$ cat config.mk
export PLATFORM = sky130hd
export DESIGN_NAME = croa_ctrl
export DESIGN_NICKNAME = d
export VERILOG_FILES = /design/src/croa_pkg.sv /design/src/croa_ctrl.sv
export SDC_FILE = /design/constraint.sdc
export NUM_CORES = 1
export LEC_CHECK = 0
export BUFFER_PORTS_ARGS = -buffer_cell sky130_fd_sc_hd__buf_2
export CAP_MARGIN = 10
export CORE_UTILIZATION = 51
export DETAILED_ROUTE_END_ITERATION = 12
export PLACE_DENSITY = 0.77
export SYNTH_ARGS = -nofsm -noshare
export SYNTH_HDL_FRONTEND = slang
export SYNTH_SLANG_ARGS = --single-unit
$ cat constraint.sdc
create_clock -name aclk -period 3.3 [get_ports aclk]
set_input_delay 0.165 -clock aclk [delete_from_list [all_inputs] [get_ports aclk]]
set_output_delay 0.165 -clock aclk [all_outputs]
set_load 0.01 [all_outputs]
$ cat src/croa_pkg.sv
// croa_pkg: shared types, widths and the arctangent table for the
// circle/box overlap area block. No dependencies.
package croa_pkg;

    // fixed field widths (Q16.16 coordinates, Q32.32 area)
    localparam int COORD_W  = 32;
    localparam int RADIUS_W = 31;
    localparam int AREA_W   = 64;

    // internal widths
    localparam int DIFF_W   = COORD_W + 1;      // centre-relative coordinate
    localparam int HGT_W    = COORD_W;          // non-negative strip height
    localparam int R2_W     = 2 * RADIUS_W;     // radius squared
    localparam int PROD_W   = 2 * COORD_W;      // shared multiplier product
    localparam int ACC_W    = AREA_W + 2;       // segment accumulator
    localparam int SEG_W    = AREA_W + 1;       // doubled segment integral
    localparam int REM_W    = RADIUS_W + 4;     // square root remainder
    localparam int CD_W     = 49;               // cordic vector components
    localparam int ANG_W    = 32;               // cordic angle, signed
    localparam int NORM_BIT = 45;               // prescale target bit
    localparam int ANG_FRAC = 30;               // angle scale 2^30
    localparam int CD_STEPS = 31;
    localparam int SQ_STEPS = RADIUS_W;
    localparam int STEP_W   = 5;

    typedef enum logic [4:0] {
        OP_NOP,
        OP_LOAD,        // capture input transfer
        OP_PREP,        // sort edges, form strip heights
        OP_MUL_RR,
        OP_SET_R2,
        OP_SEL_H,
        OP_MUL_HH,
        OP_SQ_LOAD,
        OP_SQ_STEP,
        OP_CLAMP,
        OP_MODE,
        OP_SEL_M,
        OP_MUL_MM,
        OP_CD_LOAD,
        OP_CD_NORM,
        OP_CD_STEP,
        OP_MUL_MQ,
        OP_T1,
        OP_T2,
        OP_T3,
        OP_T4,
        OP_G_ZERO,
        OP_STRIP,
        OP_STRIP_ZERO,
        OP_BOX,
        OP_OUT
    } dp_op_t;

    typedef struct packed {
        dp_op_t              op;
        logic [1:0]          idx;
        logic [STEP_W-1:0]   step;
    } dp_cmd_t;

    typedef struct packed {
        logic h_ge_r;
        logic m_zero;
        logic norm_done;
        logic two_boxes;
    } dp_stat_t;

    // atan(2^-i) scaled by 2^30, rounded to nearest
    function automatic logic [ANG_W-1:0] atan_entry(input logic [STEP_W-1:0] i);
        logic [ANG_W-1:0] v;
        unique case (i)
            5'd0:  v = 32'd843314857;
            5'd1:  v = 32'd497837829;
            5'd2:  v = 32'd263043837;
            5'd3:  v = 32'd133525159;
            5'd4:  v = 32'd67021687;
            5'd5:  v = 32'd33543516;
            5'd6:  v = 32'd16775851;
            5'd7:  v = 32'd8388437;
            5'd8:  v = 32'd4194283;
            5'd9:  v = 32'd2097149;
            default: v = 32'd1 << (5'd30 - i);
        endcase
        return v;
    endfunction

endpackage

$ cat src/croa_ctrl.sv
// croa_ctrl: sequencer of the overlap area block - walks boxes, strips and
// segment integrals and issues datapath commands. Depends on croa_pkg.
module croa_ctrl (
    input  logic               aclk,
    input  logic               aresetn,
    input  logic               s_valid,
    output logic               s_ready,
    output logic               m_valid,
    input  logic               m_ready,
    input  croa_pkg::dp_stat_t stat,
    output croa_pkg::dp_cmd_t  cmd
);

    typedef enum logic [4:0] {
        S_IDLE, S_PREP, S_RR, S_R2, S_SEL_H, S_CHK_H, S_STRIP_Z, S_HH,
        S_SQL_S, S_SQS_S, S_CLAMP, S_MODE, S_SEL_M, S_CHK_M, S_G_ZERO,
        S_MM, S_SQL_M, S_SQS_M, S_CDL, S_CDN, S_CDS, S_MQ, S_T1, S_T2,
        S_T3, S_T4, S_STRIP, S_BOX, S_OUT
    } state_t;

    state_t state_reg;
    logic [croa_pkg::STEP_W-1:0] cnt_reg;
    logic box_reg, strip_reg, seg_reg, m_valid_reg;
    logic out_free;

    assign out_free = !m_valid_reg || m_ready;
    assign s_ready  = (state_reg == S_IDLE);
    assign m_valid  = m_valid_reg;

    // command decode
    always_comb begin
        cmd.op   = croa_pkg::OP_NOP;
        cmd.idx  = {1'b0, seg_reg};
        cmd.step = cnt_reg;
        unique case (state_reg)
            S_IDLE:    if (s_valid) cmd.op = croa_pkg::OP_LOAD;
            S_PREP:    cmd.op = croa_pkg::OP_PREP;
            S_RR:      cmd.op = croa_pkg::OP_MUL_RR;
            S_R2:      cmd.op = croa_pkg::OP_SET_R2;
            S_SEL_H: begin
                cmd.op  = croa_pkg::OP_SEL_H;
                cmd.idx = {box_reg, strip_reg};
            end
            S_CHK_H:   cmd.op = croa_pkg::OP_NOP;
            S_STRIP_Z: begin
                cmd.op  = croa_pkg::OP_STRIP_ZERO;
                cmd.idx = {1'b0, strip_reg};
            end
            S_HH:      cmd.op = croa_pkg::OP_MUL_HH;
            S_SQL_S, S_SQL_M: cmd.op = croa_pkg::OP_SQ_LOAD;
            S_SQS_S, S_SQS_M: cmd.op = croa_pkg::OP_SQ_STEP;
            S_CLAMP:   cmd.op = croa_pkg::OP_CLAMP;
            S_MODE:    cmd.op = croa_pkg::OP_MODE;
            S_SEL_M:   cmd.op = croa_pkg::OP_SEL_M;
            S_CHK_M:   cmd.op = croa_pkg::OP_NOP;
            S_G_ZERO:  cmd.op = croa_pkg::OP_G_ZERO;
            S_MM:      cmd.op = croa_pkg::OP_MUL_MM;
            S_CDL:     cmd.op = croa_pkg::OP_CD_LOAD;
            S_CDN:     cmd.op = croa_pkg::OP_CD_NORM;
            S_CDS:     cmd.op = croa_pkg::OP_CD_STEP;
            S_MQ:      cmd.op = croa_pkg::OP_MUL_MQ;
            S_T1:      cmd.op = croa_pkg::OP_T1;
            S_T2:      cmd.op = croa_pkg::OP_T2;
            S_T3:      cmd.op = croa_pkg::OP_T3;
            S_T4:      cmd.op = croa_pkg::OP_T4;
            S_STRIP: begin
                cmd.op  = croa_pkg::OP_STRIP;
                cmd.idx = {1'b0, strip_reg};
            end
            S_BOX:     cmd.op = croa_pkg::OP_BOX;
            S_OUT:     if (out_free) cmd.op = croa_pkg::OP_OUT;
            default:   cmd.op = croa_pkg::OP_NOP;
        endcase
    end

    // sequencer and output valid
    always_ff @(posedge aclk) begin
        if (!aresetn) begin
            state_reg   <= S_IDLE;
            cnt_reg     <= '0;
            box_reg     <= 1'b0;
            strip_reg   <= 1'b0;
            seg_reg     <= 1'b0;
            m_valid_reg <= 1'b0;
        end else begin
            // result valid: set when a result is loaded, cleared on its transfer
            if (state_reg == S_OUT && out_free) begin
                m_valid_reg <= 1'b1;
            end else if (m_ready) begin
                m_valid_reg <= 1'b0;
            end
            unique case (state_reg)
                S_IDLE: if (s_valid) state_reg <= S_PREP;
                S_PREP: state_reg <= S_RR;
                S_RR:   state_reg <= S_R2;
                S_R2: begin
                    box_reg   <= 1'b0;
                    strip_reg <= 1'b0;
                    state_reg <= S_SEL_H;
                end
                S_SEL_H: state_reg <= S_CHK_H;
                S_CHK_H: state_reg <= stat.h_ge_r ? S_STRIP_Z : S_HH;
                S_HH:    state_reg <= S_SQL_S;
                S_SQL_S: begin
                    cnt_reg   <= '0;
                    state_reg <= S_SQS_S;
                end
                S_SQS_S: begin
                    cnt_reg <= cnt_reg + 1'b1;
                    if (cnt_reg == croa_pkg::STEP_W'(croa_pkg::SQ_STEPS - 1)) begin
                        state_reg <= S_CLAMP;
                    end
                end
                S_CLAMP: state_reg <= S_MODE;
                S_MODE: begin
                    seg_reg   <= 1'b0;
                    state_reg <= S_SEL_M;
                end
                S_SEL_M:  state_reg <= S_CHK_M;
                S_CHK_M:  state_reg <= stat.m_zero ? S_G_ZERO : S_MM;
                S_MM:     state_reg <= S_SQL_M;
                S_SQL_M: begin
                    cnt_reg   <= '0;
                    state_reg <= S_SQS_M;
                end
                S_SQS_M: begin
                    cnt_reg <= cnt_reg + 1'b1;
                    if (cnt_reg == croa_pkg::STEP_W'(croa_pkg::SQ_STEPS - 1)) begin
                        state_reg <= S_CDL;
                    end
                end
                S_CDL: state_reg <= S_CDN;
                S_CDN: begin
                    cnt_reg <= '0;
                    if (stat.norm_done) begin
                        state_reg <= S_CDS;
                    end
                end
                S_CDS: begin
                    cnt_reg <= cnt_reg + 1'b1;
                    if (cnt_reg == croa_pkg::STEP_W'(croa_pkg::CD_STEPS - 1)) begin
                        state_reg <= S_MQ;
                    end
                end
                S_MQ: state_reg <= S_T1;
                S_T1: state_reg <= S_T2;
                S_T2: state_reg <= S_T3;
                S_T3: state_reg <= S_T4;
                S_T4, S_G_ZERO: begin
                    if (!seg_reg) begin
                        seg_reg   <= 1'b1;
                        state_reg <= S_SEL_M;
                    end else begin
                        state_reg <= S_STRIP;
                    end
                end
                S_STRIP, S_STRIP_Z: begin
                    if (!strip_reg) begin
                        strip_reg <= 1'b1;
                        state_reg <= S_SEL_H;
                    end else begin
                        state_reg <= S_BOX;
                    end
                end
                S_BOX: begin
                    if (!box_reg && stat.two_boxes) begin
                        box_reg   <= 1'b1;
                        strip_reg <= 1'b0;
                        state_reg <= S_SEL_H;
                    end else begin
                        state_reg <= S_OUT;
                    end
                end
                S_OUT: begin
                    if (out_free) begin
                        state_reg <= S_IDLE;
                    end
                end
                default: state_reg <= S_IDLE;
            endcase
        end
    end

endmodule

==> out/metrics.json, run 1 <==
{
  "run_status": {
    "status": "finished, final reports clean"
  },
  "synthesis": {
    "netlist_instances": 179,
    "yosysTopAreaCell": "sky130_fd_sc_hd__dfxtp_1",
    "post_synth_edffs": 0,
    "synth-seq-area-share": 0.215,
    "netlist_top_cells_count": "17 x sky130_fd_sc_hd__o21ai_0, 16 x sky130_fd_sc_hd__nor2_1, 14 x sky130_fd_sc_hd__dfxtp_1",
    "synth_ff_type": "sky130_fd_sc_hd__dfxtp_1",
    "ys_seq_elements": 14,
    "postSynthNetCount": 189,
    "syn_area_um2": 1310,
    "synth.top_cell.area_share": 0.215,
    "synthTopCellsByArea": "sky130_fd_sc_hd__dfxtp_1 21%, sky130_fd_sc_hd__o21ai_0 6.5%, sky130_fd_sc_hd__nor2b_1 5.3%, sky130_fd_sc_hd__nor2_1 4.6%, sky130_fd_sc_hd__a21boi_0 4.0%",
    "synth_cell_types": 51,
    "synthMostInstantiatedCell": "sky130_fd_sc_hd__o21ai_0",
    "synth_area_per_cell_um2": 7.30,
    "yosys_warnings": 0,
    "async_flop_share": 0
  },
  "pwr": {
    "powerDensity_nw_per_um2": 404,
    "p_total_w": 0.000574,
    "switching_share": 0.391,
    "share_clk_of_total_power": 0.224,
    "power_frac_seq": 0.352,
    "switching_power_w": 0.000224,
    "power.static_leakage_nw": 0.549,
    "share_comb_of_total_power": 0.424,
    "cell_internal_pwr_w": 0.000350,
    "irDropWorstVdd_mv": 0.386
  },
  "run": {
    "max_capacitance_violation_total": 0
  },
  "placed_design": {
    "placedInstanceArea_um2": 1390,
    "port-buffer-count": 21,
    "finalWeightedCongestion": 0.923,
    "dp_hpwl_mm": 2.45
  },
  "drt": {
    "postRouteAntennaNets": 0,
    "num_vias": 1411,
    "totalWireLength_mm": 3.43,
    "drt-pass1-iter-count": 6,
    "detail_route.drc_violations": 0,
    "vias_per_cell": 6.44,
    "post_drt_wl_per_cell_um": 15.7,
    "dr.first_iter.drc_count": 98
  },
  "die": {
    "floorplan.die_area_um2": 2770,
    "start_util": 0.563,
    "io-pin-count": 22,
    "floorplan.die.height_um": 52.6,
    "dieWidth_um": 52.6,
    "row_count": 17,
    "core_area_um2": 2320
  },
  "timing": {
    "rsz0062_at_grt": "no",
    "max_slew_violation_count": 0,
    "finalSetupViolations": 0,
    "fin_skew_ps": 8.41,
    "worstMarginPinSlew_ps": 850,
    "slew-limit-headroom": 0.433,
    "hold_viol_final": 0,
    "setup_total_negative_slack_ps": 0,
    "finalCritPeriodShare": 0.734,
    "period_minus_slack_ps": 2420,
    "fmax_mhz": 413,
    "worst_hold_slack_ps": 178
  },
  "clocking": {
    "numClockSinks": 14,
    "tritoncts": "done",
    "htreeDepth": 1,
    "clock_insertion_delay_worst_skew_ps": 300,
    "cts_setup_buffers": 0,
    "tritoncts.num_buffers": 3,
    "cts-resized-gates": 0,
    "cts_max_path_buffers": 2,
    "ctsHoldBuffers": 0,
    "cts.reportedPaths.clkPinSlew_ps": 90,
    "cts_root_buffer": "sky130_fd_sc_hd__clkbuf_4"
  },
  "global_routing": {
    "antenna_found_initial": 0,
    "wire_length_of_the_first_global_routing_pass_mm": 5.46,
    "grt_start_max_net_pins": 30,
    "groute.usage.overall": 0.274,
    "grt_pass1_vias": 1143,
    "overflow_left_after_global_routing": 0
  },
  "layout": {
    "total_nets_final": 202,
    "insertedDiodeCount": 0,
    "layout-area-overhead-vs-synth_pct": 8.81,
    "finalInstanceArea_um2": 1420,
    "post-route-util": 0.613,
    "drive_above_1_share": 0.183
  },
  "worst_setup_path": {
    "end_kind": "output pin",
    "timing.critical_path.fanout_max": 28,
    "critical_path_start_end_classification": "flip-flop to output pin",
    "cp_data_required_time_ps": 3130,
    "critical_path_arrival_ps": 2260,
    "crit_path_start_kind": "flip-flop"
  },
  "worst_hold_path": {
    "hold_path_class": "input port to flip-flop"
  }
}
-- final cells by class --
| class | instances | area [µm²] |
|---|---|---|
| timing repair buffer | 22 | 113 |
| clock buffer | 4 | 36.3 |
| fill | 202 | 897 |
| sequential | 14 | 280 |
| multi-input combinational | 147 | 942 |
| tap | 28 | 35.0 |
| inverter | 4 | 15.0 |
-- stage by stage --
stage          setup slack [ps]  instances
6_report                    876        219
5_1_grt                     684        219
4_1_cts                     914        219
3_5_place_dp               1060        215
3_3_place_gp               1130        215
2_1_floorplan              1630        179
-- per-layer routing --
metal	share of wire	wire, µm	up-vias	track usage
met2	0.43	1480	79	0.390
met3	0.085	293	10	0.0551
li1	-	-	687	-
met1	0.46	1580	635	0.396
met4	0.021	72	0	0.101
met5	0	0	-	0
-- cells in the final DEF (no fill, tap or decap), drive strengths merged, types with 2 or more instances in the layout --
cell type | Yosys | routed
buf | 8 | 22
o21ai | 18 | 18
nor2 | 16 | 16
dfxtp | 14 | 14
nor2b | 11 | 11
nand2 | 10 | 10
a21oi | 10 | 10
a21boi | 9 | 9
nand2b | 7 | 7
o211ai | 6 | 6
nor3 | 5 | 5
or2 | 4 | 4
inv | 4 | 4
nand3 | 4 | 4
and3 | 4 | 4
or3 | 4 | 4
clkbuf | 6 | 4
o31ai | 2 | 2
a21o | 2 | 2
a221oi | 2 | 2
nor3b | 2 | 2
a31oi | 2 | 2
or3b | 2 | 2
o21a | 2 | 2
a32oi | 2 | 2
and2 | 2 | 2
o31a | 2 | 2
o22ai | 2 | 2
ha | 2 | 2
o32a | 2 | 2
-- worst max-delay path, cell delays in order (launching register included) --
cell	delay (ps)
sky130_fd_sc_hd__dfxtp_1	890
sky130_fd_sc_hd__nor3b_1	370
sky130_fd_sc_hd__a31oi_1	70
sky130_fd_sc_hd__nor2_1	160
sky130_fd_sc_hd__mux2_2	340
sky130_fd_sc_hd__buf_2	140
-- power by group through the flow --
stage / Sequential, W / Combinational, W / Clock (W)
2_1_floorplan: 0.000187 / 0.000202 / 0
3_3_place_gp: 0.000204 / 0.000233 / 0
3_5_place_dp: 0.000205 / 0.000238 / 0
6_report: 0.000202 / 0.000243 / 0.000128
5_1_grt: 0.000205 / 0.000262 / 0.000137
4_1_cts: 0.000202 / 0.000239 / 0.000131
-- final timing paths --
| path | startpoint | to | slack (ps) | cells after the start |
|---|---|---|---|---|
| setup reg to reg | state_reg[2]$_SDFFE_PN0P_ | state_reg[3]$_SDFFE_PN0P_ | 1000 | 5 |
| hold / removal | stat[1] | state_reg[1]$_SDFFE_PN0P_ | 180 | 3 |
| setup / recovery | state_reg[2]$_SDFFE_PN0P_ | cmd[5] | 880 | 5 |
| hold reg to reg | cnt_reg[4]$_SDFFE_PN0P_ | cnt_reg[4]$_SDFFE_PN0P_ | 520 | 2 |
-- kinds of logic after synthesis --
| logic type | count (synthesis) | synth area share |
|---|---|---|
| compound gates | 68 | 0.360 |
| xor+xnor | 1 | 0.00671 |
| fa+ha+maj | 2 | 0.0192 |
| buf+inv | 18 | 0.0642 |
| flops | 14 | 0.215 |
| mux | 2 | 0.0163 |
| simple gates | 74 | 0.319 |
No activity file was read; power rests on OpenSTA's default activity.
==> run 2, diff against run 1 <==
--- a/config.mk
+++ b/config.mk
@@ -7,9 +7,9 @@
 export LEC_CHECK = 0
 export BUFFER_PORTS_ARGS = -buffer_cell sky130_fd_sc_hd__buf_2
 export CAP_MARGIN = 10
-export CORE_UTILIZATION = 51
+export CORE_UTILIZATION = 50
 export DETAILED_ROUTE_END_ITERATION = 12
-export PLACE_DENSITY = 0.77
+export PLACE_DENSITY = 0.79
 export SYNTH_ARGS = -nofsm -noshare
 export SYNTH_HDL_FRONTEND = slang
 export SYNTH_SLANG_ARGS = --single-unit
==> constraint.sdc (replaced) <==
create_clock -name aclk -period 2.15 [get_ports aclk]
set_input_delay 0.1075 -clock aclk [delete_from_list [all_inputs] [get_ports aclk]]
set_output_delay 0.1075 -clock aclk [all_outputs]
set_load 0.01 [all_outputs]
==> out/metrics.json, run 2 (synthesis results as in run 1) <==
{
  "run_status": {
    "status": {"value": "finished, final reports clean", "change": "unchanged"}
  },
  "layout": {
    "drive_above_1_share": {"value": 0.212, "change": "was 0.183"},
    "insertedDiodeCount": {"value": 0, "change": "unchanged"},
    "total_area_of_multi_input_combinational_cells": {"value": 942, "unit": "µm²", "change": "unchanged"},
    "layoutNonFillerInstCount": {"value": 228, "change": "was 219"},
    "layout_commonest_cell": {"value": "sky130_fd_sc_hd__buf_2", "change": "unchanged"},
    "total_nets_final": {"value": 210, "change": "was 202"},
    "area.sequential": {"value": 280, "unit": "µm²", "change": "unchanged"},
    "finalInstanceArea": {"value": 1470, "unit": "µm²", "change": "was 1420 µm²"},
    "filler_cell_count": {"value": 246, "change": "was 202"},
    "post-route-util": {"value": 0.593, "change": "was 0.613"},
    "layout-area-overhead-vs-synth": {"value": 12.5, "unit": "%", "change": "was 8.81%"},
    "layout.cells.most_common_list": {"value": "21 x sky130_fd_sc_hd__buf_2, 17 x sky130_fd_sc_hd__o21ai_0, 16 x sky130_fd_sc_hd__nor2_1, 14 x sky130_fd_sc_hd__dfxtp_1, 11 x sky130_fd_sc_hd__nor2b_1", "change": "unchanged"}
  },
  "placed_design": {
    "dp_hpwl": {"value": 2.75, "unit": "mm", "change": "was 2.45 mm"},
    "port-buffer-count": {"value": 21, "change": "unchanged"},
    "placedInstanceArea": {"value": 1450, "unit": "µm²", "change": "was 1390 µm²"},
    "finalWeightedCongestion": {"value": 1.08, "change": "was 0.923"},
    "place.detailed.instances": {"value": 225, "change": "was 215"}
  },
  "drt": {
    "vias_per_cell": {"value": 6.53, "change": "was 6.44"},
    "num_vias": {"value": 1488, "change": "was 1411"},
    "post_drt_wl_per_cell": {"value": 16.1, "unit": "µm", "change": "was 15.7 µm"},
    "dr.first_iter.drc_count": {"value": 104, "change": "was 98"},
    "detail_route.drc_violations": {"value": 0, "change": "unchanged"},
    "postRouteAntennaNets": {"value": 0, "change": "unchanged"},
    "totalWireLength": {"value": 3.67, "unit": "mm", "change": "was 3.43 mm"},
    "drt-pass1-iter-count": {"value": 5, "change": "was 6"}
  },
  "global_routing": {
    "grt_pass1_vias": {"value": 1316, "change": "was 1143"},
    "antenna_found_initial": {"value": 0, "change": "unchanged"},
    "grt_start_max_net_pins": {"value": 20, "change": "was 30"},
    "wire_length_of_the_first_global_routing_pass": {"value": 5.95, "unit": "mm", "change": "was 5.46 mm"},
    "overflow_left_after_global_routing": {"value": 0, "change": "unchanged"},
    "groute.usage.overall": {"value": 0.284, "change": "was 0.274"}
  },
  "timing": {
    "worstMarginPinSlew": {"value": 491, "unit": "ps", "change": "was 850 ps"},
    "fin_skew": {"value": 7.27, "unit": "ps", "change": "was 8.41 ps"},
    "hold_viol_final": {"value": 0, "change": "unchanged"},
    "fmax_mhz": 493,
    "finalSetupViolations": {"value": 0, "change": "unchanged"},
    "setup_total_negative_slack": {"value": 0, "unit": "ps", "change": "unchanged"},
    "max_slew_violation_count": {"value": 0, "change": "unchanged"},
    "finalCritPeriodShare": 0.943,
    "worst_hold_slack": {"value": 131, "unit": "ps", "change": "was 178 ps"},
    "rsz0062_at_grt": {"value": "no", "change": "unchanged"},
    "period_minus_slack_ps": 2030,
    "slew-limit-headroom": {"value": 0.672, "change": "was 0.433"}
  },
  "worst_setup_path": {
    "rrSetupSlack": {"value": 210, "unit": "ps", "change": "was 1000 ps"},
    "regToRegEndpoint": {"value": "state_reg[3]$_SDFFE_PN0P_", "change": "unchanged"},
    "critical_path_start_end_classification": {"value": "flip-flop to output pin", "change": "unchanged"},
    "end_kind": {"value": "output pin", "change": "unchanged"},
    "reg2regPathDepth": {"value": 5, "change": "unchanged"},
    "crit_path_start_kind": {"value": "flip-flop", "change": "unchanged"},
    "regToRegStartpoint": {"value": "state_reg[0]$_SDFFE_PN0P_", "change": "was state_reg[2]$_SDFFE_PN0P_"},
    "cp_data_required_time": {"value": 2040, "unit": "ps", "change": "was 3130 ps"},
    "timing.critical_path.fanout_max": {"value": 12, "change": "was 28"},
    "critical_path_arrival": {"value": 1920, "unit": "ps", "change": "was 2260 ps"}
  },
  "clocking": {
    "cts_setup_buffers": {"value": 0, "change": "unchanged"},
    "ctsHoldBuffers": {"value": 0, "change": "unchanged"},
    "tritoncts.num_buffers": {"value": 3, "change": "unchanged"},
    "numClockSinks": {"value": 14, "change": "unchanged"},
    "tritoncts": {"value": "done", "change": "unchanged"},
    "cts_max_path_buffers": {"value": 2, "change": "unchanged"},
    "cts-resized-gates": {"value": 0, "change": "unchanged"},
    "cts.reportedPaths.clkPinSlew": {"value": 80, "unit": "ps", "change": "was 90 ps"},
    "cts_root_buffer": {"value": "sky130_fd_sc_hd__clkbuf_4", "change": "unchanged"},
    "clock_insertion_delay_worst_skew": {"value": 280, "unit": "ps", "change": "was 300 ps"},
    "htreeDepth": {"value": 1, "change": "unchanged"}
  },
  "pwr": {
    "powerDensity": {"value": 580, "unit": "nW/µm²", "change": "was 404 nW/µm²"},
    "power.static_leakage": {"value": 0.585, "unit": "nW", "change": "was 0.549 nW"},
    "switching_share": {"value": 0.399, "change": "was 0.391"},
    "switching_power": {"value": 0.000340, "unit": "W", "change": "was 0.000224 W"},
    "cell_internal_pwr": {"value": 0.000513, "unit": "W", "change": "was 0.000350 W"},
    "irDropWorstVdd": {"value": 0.454, "unit": "mV", "change": "was 0.386 mV"},
    "power_frac_seq": {"value": 0.357, "change": "was 0.352"},
    "share_comb_of_total_power": {"value": 0.472, "change": "was 0.424"},
    "share_clk_of_total_power": {"value": 0.171, "change": "was 0.224"}
  },
  "die": {
    "start_util": {"value": 0.527, "change": "was 0.563"},
    "floorplan.die.height": {"value": 53.1, "unit": "µm", "change": "was 52.6 µm"},
    "io-pin-count": {"value": 22, "change": "unchanged"},
    "core_area": {"value": 2480, "unit": "µm²", "change": "was 2320 µm²"},
    "row_count": {"value": 18, "change": "was 17"},
    "dieWidth": {"value": 53.1, "unit": "µm", "change": "was 52.6 µm"},
    "floorplan.die_area": {"value": 2820, "unit": "µm²", "change": "was 2770 µm²"}
  },
  "worst_hold_path": {
    "worst_hold_path_cell_count": {"value": 3, "change": "unchanged"},
    "hold_path_class": {"value": "input port to flip-flop", "change": "unchanged"},
    "timing.hold.worst_endpoint": {"value": "state_reg[1]$_SDFFE_PN0P_", "change": "unchanged"},
    "origin_of_the_worst_min_delay_path": {"value": "stat[1]", "change": "unchanged"}
  },
  "run": {
    "max_capacitance_violation_total": {"value": 0, "change": "unchanged"}
  }
}
==> run 2: critical path, stage by stage, from the launching register on <==
cell and delay (ps):
sky130_fd_sc_hd__dfxtp_1 630, sky130_fd_sc_hd__nor2b_1 190, sky130_fd_sc_hd__or2_2 360, sky130_fd_sc_hd__a221oi_1 270
sky130_fd_sc_hd__buf_2 180
==> run 2: worst max-delay path by stage <==
stage,from,to,slack [ps],cells after the start
floorplan,state_reg[2]$_SDFFE_PN0P_,state_reg[0]$_SDFFE_PN0P_,510,6
global placement,state_reg[0]$_SDFFE_PN0P_,state_reg[0]$_SDFFE_PN0P_,280,5
detailed placement,state_reg[0]$_SDFFE_PN0P_,state_reg[0]$_SDFFE_PN0P_,260,5
CTS,state_reg[0]$_SDFFE_PN0P_,cmd[10],120,4
global route,state_reg[0]$_SDFFE_PN0P_,cmd[10],4,4
finish,state_reg[0]$_SDFFE_PN0P_,cmd[10],120,4
==> run 2: cell type report <==
| cell class | count | area share |
|---|---|---|
| tap | 30 | 0.0255 |
| clock buffer | 3 | 0.0153 |
| sequential | 14 | 0.191 |
| inverter | 4 | 0.0102 |
| multi-input combinational | 147 | 0.641 |
| timing repair buffer | 30 | 0.117 |
==> run 2: metal layers <==
metal	global-route usage	vias to the layer above	wire length, µm
li1	-	698	-
met1	0.383	690	1540
met2	0.441	90	1730
met3	0.0776	10	355
met4	0.0702	0	51
met5	0	-	0
==> run 2: per-stage QoR <==
stage	total power, W	worst slack [ps]
global placement	0.000696	280
CTS	0.000845	122
global route	0.000904	3.95
detailed placement	0.000702	257
floorplan	0.000598	508
finish	0.000853	122
==> run 2: power groups by stage <==
stage	Sequential, W	Clock, W	Combinational, W
after floorplan	0.000288	0	0.000310
after global placement	0.000308	0	0.000389
after detailed placement	0.000310	0	0.000392
after CTS	0.000304	0.000148	0.000394
after global routing	0.000307	0.000162	0.000434
final	0.000304	0.000146	0.000402
